===== config.mk =====
export PLATFORM = sky130hd
export DESIGN_NAME = round_robin_thread_queue_top
export DESIGN_NICKNAME = d
export VERILOG_FILES = /design/src/rrtq_pkg.sv /design/src/rrtq_ram.sv /design/src/round_robin_thread_queue_top.sv
export SDC_FILE = /design/constraint.sdc
export NUM_CORES = 1
export LEC_CHECK = 0
export ABC_AREA = 1
export BUFFER_PORTS_ARGS = -buffer_cell sky130_fd_sc_hd__buf_4
export CORE_MARGIN = 4
export CORE_UTILIZATION = 58
export CTS_CLUSTER_DIAMETER = 60
export CTS_CLUSTER_SIZE = 10
export DETAILED_ROUTE_END_ITERATION = 10
export PLACE_DENSITY = 0.85
export SLEW_MARGIN = 0
export SYNTH_ARGS = -nofsm -noshare
export SYNTH_HDL_FRONTEND = slang
export SYNTH_SLANG_ARGS = --single-unit

===== constraint.sdc =====
create_clock -name clk -period 3 [get_ports clk]
set_input_delay 0.45 -clock clk [delete_from_list [all_inputs] [get_ports clk]]
set_output_delay 0.45 -clock clk [all_outputs]
set_load 0.01 [all_outputs]

===== src/rrtq_pkg.sv =====
// Package for the round-robin thread queue: sizes, opcodes, sequencer states,
// RAM request struct and circular pointer helpers. No dependencies.
`default_nettype none

package rrtq_pkg;

  localparam int QDEPTH = 16;
  localparam int ADDR_W = (QDEPTH > 1) ? $clog2(QDEPTH) : 1;
  localparam int CNT_W  = $clog2(QDEPTH + 1);
  localparam int SUM_W  = CNT_W + 1;
  localparam int ID_W   = 16;
  localparam int OP_W   = 2;
  localparam int QLEN_W = 5;

  localparam logic [OP_W-1:0] OP_ADMIT  = 2'd0;
  localparam logic [OP_W-1:0] OP_REMOVE = 2'd1;
  localparam logic [OP_W-1:0] OP_POP    = 2'd2;

  typedef logic [ADDR_W-1:0] addr_t;
  typedef logic [CNT_W-1:0]  cnt_t;
  typedef logic [ID_W-1:0]   id_t;

  typedef enum logic [1:0] {
    ST_IDLE,
    ST_POP,
    ST_SCAN,
    ST_SHIFT
  } state_t;

  typedef struct packed {
    logic  we;
    addr_t waddr;
    id_t   wdata;
    addr_t raddr;
  } ram_req_t;

  function automatic addr_t ptr_inc(input addr_t p);
    return (p == addr_t'(QDEPTH - 1)) ? '0 : addr_t'(p + 1'b1);
  endfunction

  function automatic addr_t ptr_dec(input addr_t p);
    return (p == '0) ? addr_t'(QDEPTH - 1) : addr_t'(p - 1'b1);
  endfunction

  // head + offset, wrapped once (offset never exceeds the depth)
  function automatic addr_t ptr_add(input addr_t h, input cnt_t c);
    logic [SUM_W-1:0] s;
    s = SUM_W'(h) + SUM_W'(c);
    if (s >= SUM_W'(QDEPTH)) begin
      s = s - SUM_W'(QDEPTH);
    end
    return addr_t'(s);
  endfunction

endpackage

`default_nettype wire


===== src/rrtq_ram.sv =====
// Id store for the thread queue: one write port, one registered read port.
// Depends on rrtq_pkg.
`default_nettype none

module rrtq_ram (
  input  wire               clk,
  input  wire rrtq_pkg::ram_req_t req,
  output rrtq_pkg::id_t     rdata
);
  import rrtq_pkg::*;

  id_t mem [QDEPTH];

  always_ff @(posedge clk) begin
    if (req.we) begin
      mem[req.waddr] <= req.wdata;
    end
    rdata <= mem[req.raddr];
  end

endmodule

`default_nettype wire


===== src/round_robin_thread_queue_top.sv =====
// Round-robin ready queue of thread ids: sequencer, pointers and result regs.
// Depends on rrtq_pkg and rrtq_ram.
//
// Usage:
//   A request (opcode, thread_id) is taken on a clock edge with start high
//   and busy low. Admit appends at the tail, pop takes the head, remove
//   deletes the first matching id from the head and closes the gap.
//   Each request gives exactly one result: the result ports are valid for
//   the single cycle in which done is high; the receiver cannot stall it.
//   Admit, opcode 3, and pop or remove on an empty queue finish straight
//   from idle; pop passes through ST_POP for the registered RAM read.
//   Remove reads one entry per cycle to find the match, then moves each
//   later entry up one place per cycle (states ST_SCAN, then ST_SHIFT).
//   busy is high while a request is in work; a new request may be given in
//   the cycle done is high. Entries live in a circular buffer.
//   Reset (rst, synchronous) empties the queue; RAM contents are not cleared.
`default_nettype none

module round_robin_thread_queue_top (
  input  wire                       clk,
  input  wire                       rst,
  input  wire                       start,
  output logic                      busy,
  input  wire [rrtq_pkg::OP_W-1:0]  opcode,
  input  wire [rrtq_pkg::ID_W-1:0]  thread_id,
  output logic                      done,
  output logic [rrtq_pkg::ID_W-1:0] popped_id,
  output logic                      popped_valid,
  output logic                      admit_accepted,
  output logic                      remove_found,
  output logic [rrtq_pkg::QLEN_W-1:0] queue_length
);
  import rrtq_pkg::*;

  state_t   state, state_next;
  addr_t    head, head_next;
  cnt_t     count, count_next;
  addr_t    cur, cur_next;
  addr_t    idx, idx_next;
  id_t      key, key_next;
  ram_req_t req;
  id_t      rdata;

  logic fin;
  id_t  pop_id_r;
  logic pv_r, acc_r, found_r;

  logic accept;
  logic last;
  logic match;
  addr_t tail;

  rrtq_ram u_ram (
    .clk   (clk),
    .req   (req),
    .rdata (rdata)
  );

  assign accept = start && (state == ST_IDLE);
  assign last   = (cnt_t'(idx) == cnt_t'(count - 1'b1));
  assign match  = (rdata == key);
  assign tail   = ptr_add(head, count);

  // next state
  always_comb begin
    state_next = state;
    case (state)
      ST_IDLE: begin
        if (start) begin
          if (opcode == OP_POP && count != '0) begin
            state_next = ST_POP;
          end else if (opcode == OP_REMOVE && count != '0) begin
            state_next = ST_SCAN;
          end
        end
      end
      ST_POP: state_next = ST_IDLE;
      ST_SCAN: begin
        if (last) begin
          state_next = ST_IDLE;
        end else if (match) begin
          state_next = ST_SHIFT;
        end
      end
      ST_SHIFT: begin
        if (last) begin
          state_next = ST_IDLE;
        end
      end
      default: state_next = ST_IDLE;
    endcase
  end

  // outputs: busy and RAM port
  always_comb begin
    busy      = (state != ST_IDLE);
    req.we    = 1'b0;
    req.waddr = tail;
    req.wdata = thread_id;
    req.raddr = head;
    case (state)
      ST_IDLE: begin
        req.we = start && (opcode == OP_ADMIT) && (count != cnt_t'(QDEPTH));
      end
      ST_SCAN: begin
        req.raddr = ptr_inc(cur);
      end
      ST_SHIFT: begin
        req.raddr = ptr_inc(cur);
        req.we    = 1'b1;
        req.waddr = ptr_dec(cur);
        req.wdata = rdata;
      end
      default: ;
    endcase
  end

  // datapath next values
  always_comb begin
    head_next  = head;
    count_next = count;
    cur_next   = cur;
    idx_next   = idx;
    key_next   = key;
    fin        = 1'b0;
    pop_id_r   = '0;
    pv_r       = 1'b0;
    acc_r      = 1'b0;
    found_r    = 1'b0;
    case (state)
      ST_IDLE: begin
        if (start) begin
          key_next = thread_id;
          cur_next = head;
          idx_next = '0;
          case (opcode)
            OP_ADMIT: begin
              fin = 1'b1;
              if (count != cnt_t'(QDEPTH)) begin
                count_next = cnt_t'(count + 1'b1);
                acc_r      = 1'b1;
              end
            end
            OP_POP, OP_REMOVE: fin = (count == '0);
            default: fin = 1'b1;
          endcase
        end
      end
      ST_POP: begin
        fin        = 1'b1;
        pop_id_r   = rdata;
        pv_r       = 1'b1;
        head_next  = ptr_inc(head);
        count_next = cnt_t'(count - 1'b1);
      end
      ST_SCAN: begin
        if (match && last) begin
          fin        = 1'b1;
          found_r    = 1'b1;
          count_next = cnt_t'(count - 1'b1);
        end else if (last) begin
          fin = 1'b1;
        end else begin
          cur_next = ptr_inc(cur);
          idx_next = addr_t'(idx + 1'b1);
        end
      end
      ST_SHIFT: begin
        if (last) begin
          fin        = 1'b1;
          found_r    = 1'b1;
          count_next = cnt_t'(count - 1'b1);
        end else begin
          cur_next = ptr_inc(cur);
          idx_next = addr_t'(idx + 1'b1);
        end
      end
      default: ;
    endcase
  end

  always_ff @(posedge clk) begin
    if (rst) begin
      state <= ST_IDLE;
      head  <= '0;
      count <= '0;
      done  <= 1'b0;
    end else begin
      state <= state_next;
      head  <= head_next;
      count <= count_next;
      done  <= fin;
    end
  end

  always_ff @(posedge clk) begin
    cur <= cur_next;
    idx <= idx_next;
    key <= key_next;
    if (fin) begin
      popped_id      <= pop_id_r;
      popped_valid   <= pv_r;
      admit_accepted <= acc_r;
      remove_found   <= found_r;
      queue_length   <= QLEN_W'(count_next);
    end
  end

`ifndef ASSERT_OFF
  a_count_range: assert property (@(posedge clk) disable iff (rst)
    count <= cnt_t'(QDEPTH))
    else $error("queue count above depth");

  a_one_flag: assert property (@(posedge clk) disable iff (rst)
    done |-> $countones({popped_valid, admit_accepted, remove_found}) <= 1)
    else $error("more than one result flag set");

  a_progress: assert property (@(posedge clk) disable iff (rst)
    accept |=> (done || busy))
    else $error("accepted request neither finished nor in work");

  a_pop_len: assert property (@(posedge clk) disable iff (rst)
    (done && popped_valid) |-> (queue_length == QLEN_W'(count)))
    else $error("reported length differs from queue count");
`endif

endmodule

`default_nettype wire


# After elaboration in Yosys (flattened, before gate mapping)
# Memory sizes are Yosys's and may differ from the RTL's. A register that Yosys moved wholly into a read port is not among the register bits.
# Index checks and enable logic that the tools add are counted.
# Widths: inputs -> output; s select.
# word_totals
regBits,60
ram_bits,256
inputBits,21
output_inout_bits,26
word_cells,94
memories,1
# mem_list
name,words,width,read_ports,rd_clocked_by_memory_dff,write_ports,line,rtl
u_ram.mem,16,16,1,1,1,rrtq_ram.sv:12,id_t mem [QDEPTH];
# op_classes
add_sub_neg,8
order_cmp,1
n_eq_ne,15
n_mux,39
n_reduce_logical,18
# ops
op,count
$mux 4,11
$mux 5,5
$pmux 4 s3,2
$mux 20,1
$pmux 5 s4,1
$eq 16x16->1,1
$add 4x1->4 const B,3
$mux 2,6
$mux 1,9
$eq 4x4->1 const B,2
$pmux 2 s4,1
$sub 4x1->4 const B,2
$add 4x5->6,1
$eq 2x2->1 const B,3
$ge 6x5->1 const B,1
$ne 2x2->1 const B,3
$reduce_and 3->1,2
$add 5x1->5 const B,1
$eq 4x5->1,1
$logic_and 1x1->1,5
$logic_not 5->1,1
$ne 5x5->1 const B,1
$reduce_bool 5->1,1
$sub 5x1->5 const B,1
other kinds (12),16

# Logic depth before layout (Yosys ltp)
# Gate-level depths: netlist of run 1.
# logic_depth
depth_word,6
mapped_depth,17
ltp_nobuf,17

# Modules after synthesis
# A second synthesis of run 1 with hierarchy kept.
# unflattened
cells_unflattened,1540
area_unflattened_um2,15074.5
# by_module_without_submodules
mod,instances,cells_each,area_per_inst_um2,seq_area_each_um2
rrtq_ram,1,1074,11380.9,8007.7
round_robin_thread_queue_top,1,466,3693.5,1681.6

# Least setup slack after synthesis of run 1
# OpenSTA, ideal clock, no wires.
# synth_timing
path_kind,register to register
from,reg count[0]
to,mem u_ram.mem[10][0] in the netlist's numbering (enable)
setup_ps,388
arrival_time_ps,2235
t_required_ps,2612
setup_slack_ps,376
stages_incl_launch_ff,7
path_cell_list,dfxtp_1 > ha_1 > inv_1 > fa_1 > o21ai_0 > nand3_1 > nor2_1
# synth_between
elab_chain_cells,5
word_cells_on_any_way,10
classes_between,add/sub (2); order compare (1); eq/ne (1); mux (5); reduce/logical (1)
# synth_lines
element,line,rtl
start: declaration,round_robin_thread_queue_top.sv:37,"cnt_t count, count_next;"
start signal: assignment,round_robin_thread_queue_top.sv:191,count <= count_next;
"parallel branches: the longest is 5 deep, another holds $add 4x5->6",-,
end: declaration,rrtq_ram.sv:12,
# Parallel ways; which one is timed is not known.

# Worst setup path in the final report of run 1
# layout_timing
from,reg count[0]
to,mem u_ram.mem[6][8] in the netlist's numbering (enable)
# The elaborated chain is that of the path after synthesis.

==> results of run 1 <==
==> worst paths after layout <==
check                             start                   endpoint  slack, ns  cells past startpoint
setup / recovery    count[0]$_SDFF_PP0_  u_ram.mem[6][8]$_DFFE_PP_       0.11                      7
hold / removal             thread_id[7]           key[7]$_DFFE_PP_       0.12                      1
setup reg to reg    count[0]$_SDFF_PP0_  u_ram.mem[6][8]$_DFFE_PP_       0.11                      7
hold reg to reg   state[0]$_SDFFE_PP0P_      state[0]$_SDFFE_PP0P_       0.51                      2
==> synthesized netlist by cell type (all sizes together) <==
cell    number
edfxtp     304
nand2      258
inv        205
nand3      125
o21ai       87
a21oi       85
o211ai      64
buf         49
nor2        42
dfxtp       28
ha          16
xnor2       12
clkbuf      11
xor2         4
a211oi       3
nand4        3
o22ai        3
nor3         2
a22oi        1
clkinv       1
fa           1
nand3b       1
o21a         1
o31ai        1
o32ai        1
or2          1
==> logic make-up (layout without fill, tap and decap cells) <==
| family | count (synthesis) | in the layout | share of synthesized area [%] |
|---|---|---|---|
| compound gates | 246 | 246 | 9.99 |
| xor+xnor | 16 | 16 | 0.967 |
| fa+ha+maj | 17 | 17 | 1.52 |
| buf+inv | 266 | 352 | 7.60 |
| flops | 332 | 332 | 66.9 |
| simple gates | 432 | 432 | 13.0 |
==> registers in the layout, indices dropped and copies added (netlist names) <==
name,cells
u_ram.mem,256
key,16
popped_id,16
u_ram.rdata,16
count,5
queue_length,5
cur,4
head,4
idx,4
state,2
admit_accepted,1
done,1
popped_valid,1
remove_found,1
==> per-layer routing <==
metal  vias to the layer above  share of wire, %
met5                         -                 0
li1                       4622                 -
met3                       117                11
met4                         0               3.9
met1                      4763                37
met2                       674                47
==> through the flow <==
step                std cells  worst slack (ns)  area (µm²)  power [W]  hold slack [ns]
finish                   1719             0.109       16400     0.0111            0.116
global route             1719            0.0585       16400     0.0115            0.109
CTS                      1719             0.199       16400     0.0111            0.110
detailed placement       1664             0.290       15300    0.00697            0.504
global placement         1664             0.360       15300    0.00690            0.494
floorplan                1309             0.376       14500    0.00646            0.472
==> worst reg2reg max path: cells and delay by family (launching register included) <==
kind            cells  cell delay [ns]
compound gates      1             0.52
fa+ha+maj           2             0.67
buf+inv             2             0.34
flops               1             0.53
simple gates        2             0.51
==> power groups by stage <==
stage | clock [W] | sequential (W) | combinational (W)
floorplan | 0 | 0.00549 | 0.000974
global placement | 0 | 0.00551 | 0.00139
detailed placement | 0 | 0.00552 | 0.00145
CTS | 0.00420 | 0.00543 | 0.00149
global route | 0.00441 | 0.00545 | 0.00165
finish | 0.00418 | 0.00544 | 0.00151
==> layout make-up <==
cell class | instances | area (µm²) | area share [%]
Timing Repair Buffer | 91 | 758 | 4.61
Tap cell | 324 | 405 | 2.47
Inverter | 206 | 776 | 4.72
Multi-Input combinational cell | 711 | 3710 | 22.6
Sequential cell | 332 | 9690 | 58.9
Clock buffer | 53 | 1070 | 6.51
Clock inverter | 2 | 28.8 | 0.175
==> repair_timing <==
action / 4_1_cts / 5_1_grt
setup endpoints to repair: 0 / 10
hold endpoints to repair: 0 / 0
resized for setup: 0 / 1
==> flow_summary.json, run 1 <==
{
  "fmax_mhz": 346,
  "io_buffers": 46,
  "drt-initial-drc-count": 1496,
  "htree_num_levels": 2,
  "area_delta_synth_final_pct": 13.5,
  "p_sw_w": 0.00288,
  "place.gp.congestion": 0.908,
  "drv_slew": 0,
  "p_comb_share_pct": 13.6,
  "worst_pin_slew_ns": 0.796,
  "critical-path-top-delay-family": "adder cells",
  "slowest_delay_ns": 0.53,
  "path_buf_inv": 2,
  "grt_overflow": 0,
  "rsz0062_at_grt": "no",
  "finalNetCount": 1419,
  "final_common_cell": "edfxtp_1",
  "status": "completed",
  "io_pins": 47,
  "cp-start-kind": "flip-flop",
  "wl_per_cell_um": 19.6,
  "finalCritPeriodShare_pct": 96.4,
  "drc": 0,
  "pwr-share-seq_pct": 48.9,
  "finish.utilization_pct": 67.2,
  "clkPwrFrac_pct": 37.5,
  "place_hpwl_mm": 21.4,
  "ys_ff_latch": 332,
  "setup_viol": 0,
  "cts_setup_buffers": 0,
  "critPathMaxFanout": 16,
  "n_fill_cell": 1592,
  "cts_hold_buf": 0,
  "synth_area_per_cell_um2": 11.1,
  "grt_pass1_wl_mm": 52.6,
  "cts_tree": "done",
  "crit_chain": "ha_1, inv_1, fa_1, o21ai_0, nand3_1, nor2_1, buf_4",
  "yosysTopAreaCell": "edfxtp_1",
  "p_int_w": 0.00825,
  "use_met2_pct": 39.1,
  "fin_tns_setup_ns": 0,
  "switching_share_pct": 25.9,
  "synth.top_cell.area_share_pct": 63.0,
  "grt_start_max_net_pins": 116,
  "first_pass_iters": 6,
  "min_path_type": "input pin to flip-flop",
  "syn_inst": 1309,
  "cts_sinks": 332,
  "dieWidth_um": 166,
  "fin_skew_ns": 0.0224,
  "drv_cap": 0,
  "slew_headroom_pct": 46.8,
  "cp_data_required_time_ns": 3.20,
  "met3_usage_pct": 4.74,
  "critical_path_class": "flip-flop to flip-flop",
  "clk_pin_slew_worst_paths_ns": 0.06,
  "grt.busiest_layer": "met2",
  "drive_gt1_share_pct": 12.0,
  "synth_warnings": 0,
  "dieArea_um2": 27600,
  "cts-root-buf": "clkbuf_16",
  "vdd_drop_max_v": 0.000491,
  "post-route-min-period_ns": 2.89,
  "start_util_pct": 59.2,
  "cp.arrival_ns": 3.09,
  "clock_latency_ns": 0.53,
  "synth.cell_area_um2": 14500,
  "cellPowerDensity_nw_per_um2": 677,
  "global_route.usage.met1_pct": 32.2,
  "yosysSeqAreaShare_pct": 66.9,
  "most-common-layout-cells": "edfxtp_1, nand2_1, inv_1",
  "synth_cell_types": 42,
  "grt_pass1_vias": 9689,
  "cts.path.max_buffers": 3,
  "fp-row-count": 57,
  "drt-total-wl_mm": 33.7,
  "vias_per_cell": 5.92,
  "ant_nets": 0,
  "numCtsBuffers": 39,
  "grt_usage_pct": 23.9,
  "crit_slowest_cell": "dfxtp_1",
  "hold_violations": 0,
  "cp-end-kind": "flip-flop",
  "vias": 10200,
  "synth_nets": 1347,
  "antenna_found_initial": 0,
  "leakage_nw": 6.58,
  "diodes": 0,
  "synth.area.top_cells": "edfxtp_1, nand2_1, inv_1",
  "fp.dieH_um": 166,
  "core_area_um2": 24500
}
No activity file was read; power rests on OpenSTA's default activity.
==> run 2: changes to the inputs <==
--- a/config.mk
+++ b/config.mk
@@ -5,8 +5,8 @@
 export SDC_FILE = /design/constraint.sdc
 export NUM_CORES = 1
 export LEC_CHECK = 0
-export ABC_AREA = 1
 export BUFFER_PORTS_ARGS = -buffer_cell sky130_fd_sc_hd__buf_4
+export CAP_MARGIN = 30
 export CORE_MARGIN = 4
 export CORE_UTILIZATION = 58
 export CTS_CLUSTER_DIAMETER = 60
==> run 2 against run 1 <==
  * Sequential power increased by 13%
  * Fmax is 1.9% higher
  * Via count is 21% lower
  * Combinational power grew to 3.0 times the previous value
  * Synthesized cell count is 32% lower
  * Non-clock buffer count fell by 2
  * Critical endpoint is now u_ram.mem[2][15]$_DFFE_PP_
  * Cell area up 0.68%
==> flow_summary.json, run 2 <==
{
  "wl_per_cell_um": 25.1,
  "drt-initial-drc-count": 892,
  "yosysSeqAreaShare_pct": 68.2,
  "numCtsBuffers": 40,
  "min_path_type": "input pin to flip-flop",
  "cts_resized": 0,
  "setup_viol": 0,
  "ys.flop_type": "edfxtp_1",
  "grt_pass1_wl_mm": 49.8,
  "io_buffers": 46,
  "critPathMaxFanout": 16,
  "grt_start_max_net_pins": 41,
  "largest_reg_flops": 256,
  "fp.dieH_um": 165,
  "cp-start-kind": "flip-flop",
  "grt_pass1_vias": 8043,
  "status": "completed",
  "leakage_nw": 6.85,
  "finish.utilization_pct": 68.3,
  "synth.area.top_cells": "edfxtp_1, mux2i_1, dfxtp_1",
  "r2r_end": "u_ram.mem[2][15]$_DFFE_PP_",
  "worst_hold_slack_ns": 0.112,
  "fmax_mhz": 352,
  "grt_overflow": 0,
  "r2r_start": "count[1]$_SDFF_PP0_",
  "max_flop_register": "u_ram.mem",
  "dieWidth_um": 165,
  "clock_latency_ns": 0.53,
  "cts-root-buf": "clkbuf_16",
  "cp.arrival_ns": 3.03,
  "synth_cell_types": 57,
  "r2r_setup_slack_ns": 0.16,
  "core_area_um2": 24200,
  "cts_tree": "done",
  "synth_warnings": 0,
  "hp-start": "thread_id[10]",
  "ant_nets": 0,
  "syn_inst": 884,
  "area_delta_synth_final_pct": 16.5,
  "cts_hold_buf": 0,
  "post-route-min-period_ns": 2.84,
  "vias": 8064,
  "diodes": 0,
  "critical_path_class": "flip-flop to flip-flop",
  "grt_usage_pct": 25.0,
  "slowest_delay_ns": 0.47,
  "async_flop_share_pct": 0,
  "finalNetCount": 1014,
  "drv_slew": 0,
  "final_common_cell": "edfxtp_1",
  "hold_path_depth": 1,
  "reg2reg_depth": 9,
  "cts.path.max_buffers": 3,
  "synth_nets": 922,
  "cts_setup_buffers": 0,
  "drive_gt1_share_pct": 18.5,
  "hold_violations": 0,
  "fin_skew_ns": 0.0165,
  "cpMostUsedCell": "nand2_1",
  "synth.cell_area_um2": 14200,
  "start_util_pct": 58.6,
  "finalCritPeriodShare_pct": 94.6,
  "vias_per_cell": 6.06,
  "ys_ff_latch": 332,
  "io_pins": 47,
  "slew_headroom_pct": 43.6,
  "yosysTopAreaCell": "edfxtp_1",
  "worst_pin_slew_ns": 0.842,
  "drv_cap": 0,
  "dieArea_um2": 27100,
  "synth.top_cell.area_share_pct": 64.2,
  "cts_sinks": 332,
  "cp_data_required_time_ns": 3.20,
  "fp-row-count": 57,
  "vdd_drop_max_v": 0.000638,
  "drt-total-wl_mm": 33.4,
  "synth_area_per_cell_um2": 16.1,
  "synth_edf_count": 304,
  "first_pass_iters": 5,
  "cellPowerDensity_nw_per_um2": 904,
  "rsz0062_at_grt": "no",
  "worstHoldEndpoint": "key[10]$_DFFE_PP_",
  "synth.most_common_cell": "edfxtp_1",
  "cp-end-kind": "flip-flop",
  "crit_slowest_cell": "dfxtp_1",
  "place_hpwl_mm": 21.5,
  "synth_commonest_cells": "edfxtp_1, mux2i_1, nor2_1",
  "clk_pin_slew_worst_paths_ns": 0.06,
  "crit_chain": "inv_1, ha_1, and4bb_1, nor2_1, nand2_1, o21ai_0, nand2_1, nor2_2, buf_4",
  "antenna_found_initial": 1,
  "place.gp.congestion": 0.902,
  "fin_tns_setup_ns": 0,
  "drc": 0,
  "htree_num_levels": 2,
  "most-common-layout-cells": "edfxtp_1, mux2i_1, buf_4"
}
run 2: changes by cell type after synthesis, sizes merged, moves of 6 or more:
cell	change
mux2i	+246
nand2	-232
inv	-187
nand3	-119
o21ai	-75
a21oi	-66
o211ai	-59
and2	+19
mux2	+16
buf	-15
xnor2	+13
clkbuf	-6
run 2: how the worst max path moves through the flow:
stage / from / end / slack [ns] / depth (start not counted)
after global placement: state[0]$_SDFFE_PP0P_ / u_ram.rdata[4]$_DFF_P_ / 0.25 / 10
final: count[1]$_SDFF_PP0_ / u_ram.mem[2][15]$_DFFE_PP_ / 0.16 / 9
after detailed placement: count[0]$_SDFF_PP0_ / u_ram.mem[2][8]$_DFFE_PP_ / 0.22 / 9
after floorplan: count[0]$_SDFF_PP0_ / admit_accepted$_SDFFCE_PN0P_ / 0.10 / 9
after global routing: count[1]$_SDFF_PP0_ / u_ram.mem[2][15]$_DFFE_PP_ / 0.04 / 9
after CTS: count[0]$_SDFF_PP0_ / u_ram.mem[2][5]$_DFFE_PP_ / 0.14 / 9
run 2: cell families after synthesis:
kind of cell               after synthesis  share of synthesized area, %
buffers and inverters                   57                          2.01
DFF                                    332                          68.2
AOI/OAI and AO/OA                       68                          3.65
muxes                                  262                          18.6
and+or+nand+nor                        118                          4.09
adders and majority gates               17                          1.55
xor gates and xnor gates                30                          1.95
run 2: critical path, delay by kind of cell (launching register included):
kind	cells	cell delay, ns
adders and majority gates	1	0.33
and+or+nand+nor	5	1.11
DFF	1	0.47
buffers and inverters	2	0.44
AOI/OAI and AO/OA	1	0.15
run 2: power breakdown:
| group | internal (W) | switching (W) |
|---|---|---|
| clock network | 0.00253 | 0.00176 |
| registers | 0.00571 | 0.000442 |
| logic | 0.00194 | 0.00259 |
run 2: final cells by class:
class                   count  area (µm²)
clock buffers              68        1120
clock inverters             5        45.0
fillers                  1570        7690
inverters                  18        67.6
multi-input cells         495        4320
flip-flops and latches    332        9690
well taps                 324         405
repair buffers             89         906
run 2: per-stage QoR:
| step | setup slack, ns | instances | cell area (µm²) | power [W] |
|---|---|---|---|---|
| final | 0.161 | 1331 | 16600 | 0.0150 |
| after global routing | 0.0416 | 1331 | 16600 | 0.0155 |
| after CTS | 0.142 | 1331 | 16600 | 0.0150 |
| after detailed placement | 0.221 | 1258 | 15400 | 0.0107 |
| after global placement | 0.248 | 1258 | 15400 | 0.0106 |
| after floorplan | 0.100 | 884 | 14200 | 0.00902 |
run 2: layer usage:
| layer | wire [µm] | track usage [%] | vias up |
|---|---|---|---|
| met5 | 13 | 0 | - |
| met2 | 16200 | 40.0 | 370 |
| li1 | - | - | 3578 |
| met4 | 847 | 8.17 | 2 |
| met1 | 13700 | 34.9 | 4053 |
| met3 | 2600 | 4.79 | 61 |
